**config.mk**
```make
export PLATFORM = sky130hd
export DESIGN_NAME = ultrasonic_echo_range_capture_flat
export DESIGN_NICKNAME = d
export VERILOG_FILES = /design/src/rtl/uerc_pkg.sv /design/src/rtl/uerc_ifs.sv /design/src/rtl/ultrasonic_echo_range_capture.sv /design/src/flat_wrapper.sv
export SDC_FILE = /design/constraint.sdc
export NUM_CORES = 1
export LEC_CHECK = 0
export BUFFER_PORTS_ARGS = -buffer_cell sky130_fd_sc_hd__buf_2
export CAP_MARGIN = 20
export CORE_ASPECT_RATIO = 0.7
export CORE_MARGIN = 2
export CORE_UTILIZATION = 42
export CTS_BUF_LIST = sky130_fd_sc_hd__clkbuf_8
export CTS_CLUSTER_DIAMETER = 50
export DETAILED_ROUTE_END_ITERATION = 7
export SYNTH_ARGS = -nofsm -noshare
export SYNTH_HDL_FRONTEND = slang
export SYNTH_SLANG_ARGS = --single-unit
```
**constraint.sdc**
```tcl
create_clock -name clk -period 6.2 [get_ports clk]
set_input_delay 0.62 -clock clk [delete_from_list [all_inputs] [get_ports clk]]
set_output_delay 0.62 -clock clk [all_outputs]
set_load 0.02 [all_outputs]
```
**src/rtl/uerc_pkg.sv**
```systemverilog
// Package: shared types and constants for the ultrasonic echo range capture block.
package uerc_pkg;

  // Event kinds carried by an input item
  localparam logic [1:0] KIND_COMPARE  = 2'd0;
  localparam logic [1:0] KIND_OVERFLOW = 2'd1;
  localparam logic [1:0] KIND_ECHO     = 2'd2;
  localparam logic [1:0] KIND_READ     = 2'd3;

  // Configuration register indexes
  localparam logic [1:0] REG_MIN_VALID = 2'd0;
  localparam logic [1:0] REG_MAX_VALID = 2'd1;
  localparam logic [1:0] REG_ERR_LIMIT = 2'd2;
  localparam logic [1:0] REG_FALLBACK  = 2'd3;

  // Configuration reset values
  localparam logic [15:0] MIN_VALID_RST = 16'd590;
  localparam logic [15:0] MAX_VALID_RST = 16'd59000;
  localparam logic [7:0]  ERR_LIMIT_RST = 8'd50;
  localparam logic [15:0] FALLBACK_RST  = 16'd65490;

  // Hardware timer width and the period it wraps at, seen modulo 2^16
  localparam int unsigned COUNTER_WIDTH = 16;
  localparam logic [15:0] TIMER_PERIOD  = 16'((64'd1 << COUNTER_WIDTH) - 64'd1);

  // Ranging cycle counter reload
  localparam logic [2:0] CYCLE_RELOAD = 3'd5;

  // Saturation point of the error count
  localparam logic [7:0] ERR_COUNT_MAX = 8'd255;

  // ticks * 256 / 118 == ticks * 128 / 59; reciprocal of 59 scaled by 2^29,
  // exact for every 16-bit tick count. The factor 128 folds into the shift.
  localparam int unsigned    CM_SHIFT = 22;
  localparam logic [23:0]    CM_RECIP = 24'd9099507;

  // Result of one item before the centimetre conversion
  typedef struct packed {
    logic        trigger_level;
    logic [15:0] distance_ticks;
    logic        used_fallback;
    logic        used_previous;
  } res_t;

endpackage

```
**src/rtl/uerc_ifs.sv**
```systemverilog
// Interfaces: event, result and configuration channels.
interface uerc_evt_if;
  logic        valid;
  logic        ready;
  logic [1:0]  kind;
  logic [15:0] counter_value;
  logic        echo_level;

  modport source (output valid, kind, counter_value, echo_level, input ready);
  modport sink   (input valid, kind, counter_value, echo_level, output ready);
endinterface

interface uerc_res_if;
  logic        valid;
  logic        ready;
  logic        trigger_level;
  logic [15:0] distance_ticks;
  logic [17:0] distance_cm_q8;
  logic        used_fallback;
  logic        used_previous;

  modport source (output valid, trigger_level, distance_ticks, distance_cm_q8,
                  used_fallback, used_previous, input ready);
  modport sink   (input valid, trigger_level, distance_ticks, distance_cm_q8,
                  used_fallback, used_previous, output ready);
endinterface

interface uerc_cfg_if;
  logic        valid;
  logic        ready;
  logic [1:0]  index;
  logic [15:0] data;

  modport source (output valid, index, data, input ready);
  modport sink   (input valid, index, data, output ready);
endinterface

```
**src/rtl/ultrasonic_echo_range_capture.sv**
```systemverilog
// Top level: event-driven ultrasonic echo ranger with windowed, filtered reads.
//
// Each accepted item is one timer or pin event: a compare event, an overflow
// event, an echo pin change, or a read request. Every item gives exactly one
// result item carrying the trigger pin level after the event and, for reads,
// the reported pulse length in ticks and in centimetres (Q8, ticks*256/118),
// with flags telling whether the last valid pulse or the fallback value was
// reported. One item is accepted every clock cycle when the result side keeps
// up; each result is registered in the first stage and then in the second
// stage register before the result side sees it. The first stage updates the
// ranging state and picks the reported value, the second runs the single
// reciprocal multiplier that makes the centimetre figure. Ready follows the
// result side's ready back through both stages, so a stalled result holds
// the pipeline while any empty stage still takes an item. The configuration
// port is always ready; write it only while no item is in flight.
module ultrasonic_echo_range_capture (
  input  logic clk,
  input  logic rst,
  uerc_evt_if.sink   evt,
  uerc_res_if.source res,
  uerc_cfg_if.sink   cfg
);
  import uerc_pkg::*;

  // Configuration registers
  logic [15:0] min_valid_ticks;
  logic [15:0] max_valid_ticks;
  logic [7:0]  error_limit;
  logic [15:0] fallback_ticks;

  // Ranging state
  logic        measure_done,     measure_done_next;
  logic [15:0] pulse_ticks,      pulse_ticks_next;
  logic [15:0] echo_start,       echo_start_next;
  logic [15:0] last_valid_ticks, last_valid_ticks_next;
  logic [7:0]  error_count,      error_count_next;
  logic [2:0]  cycle_skip,       cycle_skip_next;
  logic        trigger_state,    trigger_state_next;

  // Pipeline stages
  logic        s1_valid;
  res_t        s1_res, s1_res_next;
  logic        s2_valid;
  res_t        s2_res;
  logic [17:0] s2_cm;

  logic        evt_take;
  logic        s1_adv;
  logic        s2_adv;
  logic [2:0]  periods;
  logic [15:0] elapsed;
  logic        out_of_window;
  logic [39:0] cm_prod;

  // Advance a stage when it is empty or its contents move on
  assign s2_adv    = !s2_valid || res.ready;
  assign s1_adv    = !s1_valid || s2_adv;
  assign evt.ready = s1_adv;
  assign evt_take  = evt.valid && evt.ready;
  assign cfg.ready = 1'b1;

  // Configuration writes
  always_ff @(posedge clk) begin
    if (rst) begin
      min_valid_ticks <= MIN_VALID_RST;
      max_valid_ticks <= MAX_VALID_RST;
      error_limit     <= ERR_LIMIT_RST;
      fallback_ticks  <= FALLBACK_RST;
    end else if (cfg.valid && cfg.ready) begin
      case (cfg.index)
        REG_MIN_VALID: min_valid_ticks <= cfg.data;
        REG_MAX_VALID: max_valid_ticks <= cfg.data;
        REG_ERR_LIMIT: error_limit     <= cfg.data[7:0];
        REG_FALLBACK:  fallback_ticks  <= cfg.data;
        default: ;
      endcase
    end
  end

  // Elapsed ticks across whole timer periods, kept modulo 2^16
  assign periods = CYCLE_RELOAD - cycle_skip;
  assign elapsed = evt.counter_value + 16'(19'(periods) * 19'(TIMER_PERIOD)) - echo_start;

  assign out_of_window = (pulse_ticks < min_valid_ticks) || (pulse_ticks > max_valid_ticks);

  // Event handling and read selection
  always_comb begin
    measure_done_next     = measure_done;
    pulse_ticks_next      = pulse_ticks;
    echo_start_next       = echo_start;
    last_valid_ticks_next = last_valid_ticks;
    error_count_next      = error_count;
    cycle_skip_next       = cycle_skip;
    trigger_state_next    = trigger_state;
    s1_res_next           = '0;

    case (evt.kind)
      KIND_COMPARE: begin
        if (cycle_skip == 3'd0) begin
          // Open a new ranging cycle; drop a pulse whose echo never ended
          if (!measure_done) pulse_ticks_next = '0;
          measure_done_next  = 1'b0;
          trigger_state_next = 1'b1;
          cycle_skip_next    = CYCLE_RELOAD;
        end else begin
          cycle_skip_next = cycle_skip - 3'd1;
        end
      end
      KIND_OVERFLOW: begin
        trigger_state_next = 1'b0;
      end
      KIND_ECHO: begin
        // Ignore pin changes once this cycle's echo is measured
        if (!measure_done) begin
          if (evt.echo_level) begin
            echo_start_next = evt.counter_value;
          end else begin
            pulse_ticks_next  = elapsed;
            measure_done_next = 1'b1;
          end
        end
      end
      KIND_READ: begin
        if (out_of_window && (last_valid_ticks != 16'd0)) begin
          if (error_count > error_limit) begin
            s1_res_next.distance_ticks = fallback_ticks;
            s1_res_next.used_fallback  = 1'b1;
          end else begin
            if (error_count != ERR_COUNT_MAX) error_count_next = error_count + 8'd1;
            s1_res_next.distance_ticks = last_valid_ticks;
            s1_res_next.used_previous  = 1'b1;
          end
        end else begin
          error_count_next           = '0;
          last_valid_ticks_next      = pulse_ticks;
          s1_res_next.distance_ticks = pulse_ticks;
        end
      end
      default: ;
    endcase

    s1_res_next.trigger_level = trigger_state_next;
  end

  // State and first stage
  always_ff @(posedge clk) begin
    if (rst) begin
      measure_done     <= 1'b0;
      pulse_ticks      <= '0;
      echo_start       <= '0;
      last_valid_ticks <= '0;
      error_count      <= '0;
      cycle_skip       <= '0;
      trigger_state    <= 1'b0;
      s1_valid         <= 1'b0;
    end else begin
      if (evt_take) begin
        measure_done     <= measure_done_next;
        pulse_ticks      <= pulse_ticks_next;
        echo_start       <= echo_start_next;
        last_valid_ticks <= last_valid_ticks_next;
        error_count      <= error_count_next;
        cycle_skip       <= cycle_skip_next;
        trigger_state    <= trigger_state_next;
      end
      if (s1_adv) s1_valid <= evt_take;
    end
  end

  always_ff @(posedge clk) begin
    if (evt_take) s1_res <= s1_res_next;
  end

  // Centimetre conversion: one reciprocal multiply, then hold in the output stage
  assign cm_prod = 40'(s1_res.distance_ticks) * 40'(CM_RECIP);

  always_ff @(posedge clk) begin
    if (rst) begin
      s2_valid <= 1'b0;
    end else if (s2_adv) begin
      s2_valid <= s1_valid;
    end
  end

  always_ff @(posedge clk) begin
    if (s2_adv && s1_valid) begin
      s2_res <= s1_res;
      s2_cm  <= cm_prod[CM_SHIFT +: 18];
    end
  end

  assign res.valid          = s2_valid;
  assign res.trigger_level  = s2_res.trigger_level;
  assign res.distance_ticks = s2_res.distance_ticks;
  assign res.distance_cm_q8 = s2_cm;
  assign res.used_fallback  = s2_res.used_fallback;
  assign res.used_previous  = s2_res.used_previous;

  // Checks
  a_skip_range: assert property (@(posedge clk) disable iff (rst)
    cycle_skip <= CYCLE_RELOAD)
    else $error("cycle counter left its range");

  a_flags_exclusive: assert property (@(posedge clk) disable iff (rst)
    res.valid |-> !(res.used_fallback && res.used_previous))
    else $error("fallback and previous reported together");

  a_non_read_zero: assert property (@(posedge clk) disable iff (rst)
    (evt_take && (evt.kind != KIND_READ)) |=>
      (s1_res.distance_ticks == 16'd0 && !s1_res.used_fallback && !s1_res.used_previous))
    else $error("non-read item carries a distance");

  a_cycle_open: assert property (@(posedge clk) disable iff (rst)
    (evt_take && (evt.kind == KIND_COMPARE) && (cycle_skip == 3'd0)) |=>
      (trigger_state && !measure_done && (cycle_skip == CYCLE_RELOAD)))
    else $error("compare event failed to open a ranging cycle");

  a_cm_zero: assert property (@(posedge clk) disable iff (rst)
    (res.valid && (res.distance_ticks == 16'd0)) |-> (res.distance_cm_q8 == 18'd0))
    else $error("centimetre value without a tick count");

endmodule

```
**src/flat_wrapper.sv**
```systemverilog
// flat-port wrapper written by rule: the top's interface ports become plain ports
module ultrasonic_echo_range_capture_flat import uerc_pkg::*;
  (clk, rst, evt_valid, evt_kind, evt_counter_value, evt_echo_level, evt_ready, res_valid, res_trigger_level, res_distance_ticks, res_distance_cm_q8, res_used_fallback, res_used_previous, res_ready, cfg_valid, cfg_index, cfg_data, cfg_ready);
  uerc_evt_if evt_i ();
  uerc_res_if res_i ();
  uerc_cfg_if cfg_i ();
  input  logic clk;
  input  logic rst;
  input wire logic [$bits(evt_i.valid)-1:0] evt_valid;
  input wire logic [$bits(evt_i.kind)-1:0] evt_kind;
  input wire logic [$bits(evt_i.counter_value)-1:0] evt_counter_value;
  input wire logic [$bits(evt_i.echo_level)-1:0] evt_echo_level;
  output wire logic [$bits(evt_i.ready)-1:0] evt_ready;
  output wire logic [$bits(res_i.valid)-1:0] res_valid;
  output wire logic [$bits(res_i.trigger_level)-1:0] res_trigger_level;
  output wire logic [$bits(res_i.distance_ticks)-1:0] res_distance_ticks;
  output wire logic [$bits(res_i.distance_cm_q8)-1:0] res_distance_cm_q8;
  output wire logic [$bits(res_i.used_fallback)-1:0] res_used_fallback;
  output wire logic [$bits(res_i.used_previous)-1:0] res_used_previous;
  input wire logic [$bits(res_i.ready)-1:0] res_ready;
  input wire logic [$bits(cfg_i.valid)-1:0] cfg_valid;
  input wire logic [$bits(cfg_i.index)-1:0] cfg_index;
  input wire logic [$bits(cfg_i.data)-1:0] cfg_data;
  output wire logic [$bits(cfg_i.ready)-1:0] cfg_ready;
  assign evt_i.valid = evt_valid;
  assign evt_i.kind = evt_kind;
  assign evt_i.counter_value = evt_counter_value;
  assign evt_i.echo_level = evt_echo_level;
  assign evt_ready = evt_i.ready;
  assign res_valid = res_i.valid;
  assign res_trigger_level = res_i.trigger_level;
  assign res_distance_ticks = res_i.distance_ticks;
  assign res_distance_cm_q8 = res_i.distance_cm_q8;
  assign res_used_fallback = res_i.used_fallback;
  assign res_used_previous = res_i.used_previous;
  assign res_i.ready = res_ready;
  assign cfg_i.valid = cfg_valid;
  assign cfg_i.index = cfg_index;
  assign cfg_i.data = cfg_data;
  assign cfg_ready = cfg_i.ready;
  ultrasonic_echo_range_capture u_core (.clk(clk), .rst(rst), .evt(evt_i), .res(res_i), .cfg(cfg_i));
endmodule
```
==> metrics.md <==
| Metric | Value |
|---|---|
| Asr flop ratio synth | 0 |
| Yosys reg bits | between 150 and 200 |
| Vias per cell | roughly 5.0 |
| Crit path capture type | register |
| Netlist area before placement | about 0.015 sq mm |
| Root Buffer Master | clkbuf_8 |
| Antenna Nets Post-Route | 0 |
| Hold-fix buffers, CTS | 0 |
| Die outline width | between 200 and 250 microns |
| Pin count of the biggest net entering global routing | 86 |
| Total GRT Usage | 0.193 |
| Global route overflow | 0 |
| Vias post-DR | 10806 |
| Global-route wire length before repair | 57200 microns |
| Worst Path Required | 6.47 ns |
| Clk_skew | 0.0231 ns |
| Fillers | 3381 |
| Syn nets | approximately 1900 |
| Max IR drop VDD | between 0.0002 and 0.0003 V |
| # rows | 58 |
| CTS tree | yes |
| Area growth, synth to finish | 11.7% |
| Post-synth top cells | 257 x inv_1, 217 x ha_1, 151 x fa_1 |
| Minimum clock period | ~5.9 ns |
| Worst hold start | evt_valid |
| Initial core utilization | 0.424 |
| Avg WL per Cell | about 16 microns |
| Synth warnings | 0 |
| Final hold vios | 0 |
| Yosys top cell by area | fa_1 |
| Initial antenna violation count | 1 |
| Number of synthesized flops with an enable pin | 56 |
| Setup CP Type | reg -> reg |
| Post-synthesis simple-gate area fraction | 0.114 |
| Io pins | a little over 80 |
| # nets final | between 2000 and 2500 |
| Final Cycle Share | 0.953 |
| Vias in the first global route | around 11000 |
| Clk sink count | roughly 180 |
| Post-synth top area share | 0.200 |
| Post-DP HPWL | between 20000 and 30000 microns |
| Die height | about 160 microns |
| Arrival @ worst endpoint | 6.18 ns |
| Ratio of cells with drive above 1 in the final layout | 0.132 |
| Setup TNS Final | 0 ns |
| Port Buffers | 80 |
| TritonCTS Buffers | 17 |
| Worst Setup Start Kind | register |
| Adder-cell share of the synthesized area | 0.380 |
| Largest family of logic cells by synthesized area | adder cells |
| Slew HR | 0.378 |
| Clk buf depth | 2 |
| Die ar. | around 0.037 sq mm |
| Fmax | 169 MHz |
| DR WL met2 | approximately 15000 microns |
| Netlist cell types | a little under 60 |
| Routed wl met3 | ~1600 microns |
| Post-synth top flop | dfxtp_1 |
| Worst R2R Start | u_core.s1_res[8]$_SDFFCE_PP0P_ |
| CTS clk-pin slew, worst paths | 0.09 ns |
| Outcome | complete, no violations |
| R2R setup slack | 0.29 ns |
| Max Slew Vio Count | 0 |
| Number of diodes | 0 |
| Setup-failing EPs final | 0 |
| Sequential share of the synthesized area | 0.269 |
| Min-Delay Path Class | in -> reg |
| DRT Pass-1 Iters | 5 |
| DRT iter0 DRCs | between 700 and 800 |
| Routability cong. | roughly 0.89 |
| Max_cap viols | 0 |
| Main area contributors after synthesis | fa_1 20%, ha_1 18%, dfxtp_1 16%, edfxtp_1 11%, inv_1 6.4% |
| Core ar. | 0.0356 sq mm |
| Top-count cell post-synth | inv_1 |
| Setup slack at placement | -0.0299 ns |
| Power per Cell Area | between 300 and 400 mW/mm^2 |
| # DRC | 0 |
| Post-synthesis xor/xnor area fraction | 0.0290 |
| Final WS setup | just under 0.3 ns |
| Routed length on met1 | approximately 18000 microns |
| Synth Area in Compound Gates | 0.0970 |
| Critical path startpoint | u_core.s1_res[8]$_SDFFCE_PP0P_ |
| Leakage | approximately 0.0080 uW |
| Htree depth | 4 |
| DR top layer | met4 |
| Mux share of post-synthesis cell area | 0.0344 |
| Crit Path Max Fanout | 6 |
| Worst-Margin Slew | ~0.93 ns |
| Drt total wl | roughly 35000 microns |
| Clock Latency Late Sink | approximately 0.49 ns |
| Synth Area per Inst | 9.81 sq um |
| Synth Instances | 1539 |
cells in the final DEF (no fill, tap or decap), drive strengths merged, types with 11 or more instances in the layout:
cell / instances
mux2: 15
dfxtp: 119
o21ai: 31
a211o: 17
xor2: 28
a211oi: 13
nand3b: 20
xnor2: 22
a21o: 14
nor3: 19
clkbuf: 17
nor2: 89
inv: 264
fa: 151
nand3: 16
nand2: 141
nand2b: 11
buf: 135
a22oi: 12
a21oi: 102
mux2i: 35
nand4: 13
edfxtp: 56
ha: 217
registers in the layout, indices dropped and copies added, names as in the netlist, 8 cells and up:
register	count
u_core.min_valid_ticks	16
u_core.echo_start	16
u_core.fallback_ticks	16
u_core.error_limit	8
u_core.res.distance_cm_q8	18
u_core.res.distance_ticks	16
u_core.last_valid_ticks	16
u_core.max_valid_ticks	16
u_core.error_count	8
u_core.s1_res	19
u_core.pulse_ticks	16
cells by family (layout without fill, tap and decap cells):
family | count (synthesis) | in the layout
other | 1 | 1
flip-flops | 175 | 175
multiplexers | 50 | 50
buffers and inverters | 301 | 424
adder cells (fa/ha/maj) | 368 | 368
XOR/XNOR | 50 | 50
AO/OA/AOI/OAI | 231 | 231
AND/OR/NAND/NOR | 363 | 363
layout make-up:
class	instances	area [sq um]	share of cell area
repair buffers	135	838	0.0497
well taps	480	601	0.0356
inverters	257	965	0.0572
multi-input cells	1063	10000	0.594
flip-flops and latches	175	4060	0.241
clock inverters	15	136	0.00809
clock buffers	17	234	0.0139
metrics by stage:
stage	hold slack, ns	instance area, sq um	instances	utilization	power (uW)
after detailed placement	0.412	16200	2093	0.455	4850
after global placement	0.406	16200	2092	0.455	4770
after CTS	0.340	16600	2128	0.466	5690
after floorplan	0.400	15100	1539	-	3960
final	0.375	16900	2142	0.473	5840
after global routing	0.365	16900	2142	0.473	6410
path summary, 6_finish.rpt:
kind / end / depth (start not counted)
min: u_core.s1_valid$_SDFFE_PP0N_ / 3
max: u_core.res.distance_cm_q8[10]$_DFFE_PP_ / 20
max reg2reg: u_core.res.distance_cm_q8[10]$_DFFE_PP_ / 20
min reg2reg: u_core.res.trigger_level$_DFFE_PP_ / 0
worst max-delay path: stages, from the launching register on:
cell       delay, ns
edfxtp_1        0.44
buf_6           0.17
fa_1            0.54
inv_1           0.07
fa_2            0.34
fa_1            0.52
fa_1            0.49
inv_1           0.05
fa_1            0.52
inv_1           0.05
fa_1            0.53
inv_1           0.04
ha_1            0.29
nand3_1         0.08
a21o_1          0.17
o21ai_0         0.23
a31oi_1         0.18
nor4_2          0.25
o21ai_1         0.21
mux2i_1         0.15
a2111oi_1       0.36
metal layers:
layer  vias up  global-route usage
met5         -                   0
met4         0              0.0367
met3        29              0.0348
met2       210               0.307
met1      5231               0.278
li1       5336                   -
where the power goes:
group	internal [uW]	switching (uW)	leakage [uW]
Combinational	1600	2050	0.00633
Sequential	1350	47.2	0.00151
Clock	324	469	0.000194
Total	3280	2570	0.00803
repair_timing:
item	in CTS	in global routing
resized for setup	3	23
cloned	0	0
pin swaps	0	18
endpoints found under the setup margin	2	9
setup buffers	3	12
(Power assumes the default switching activity.)
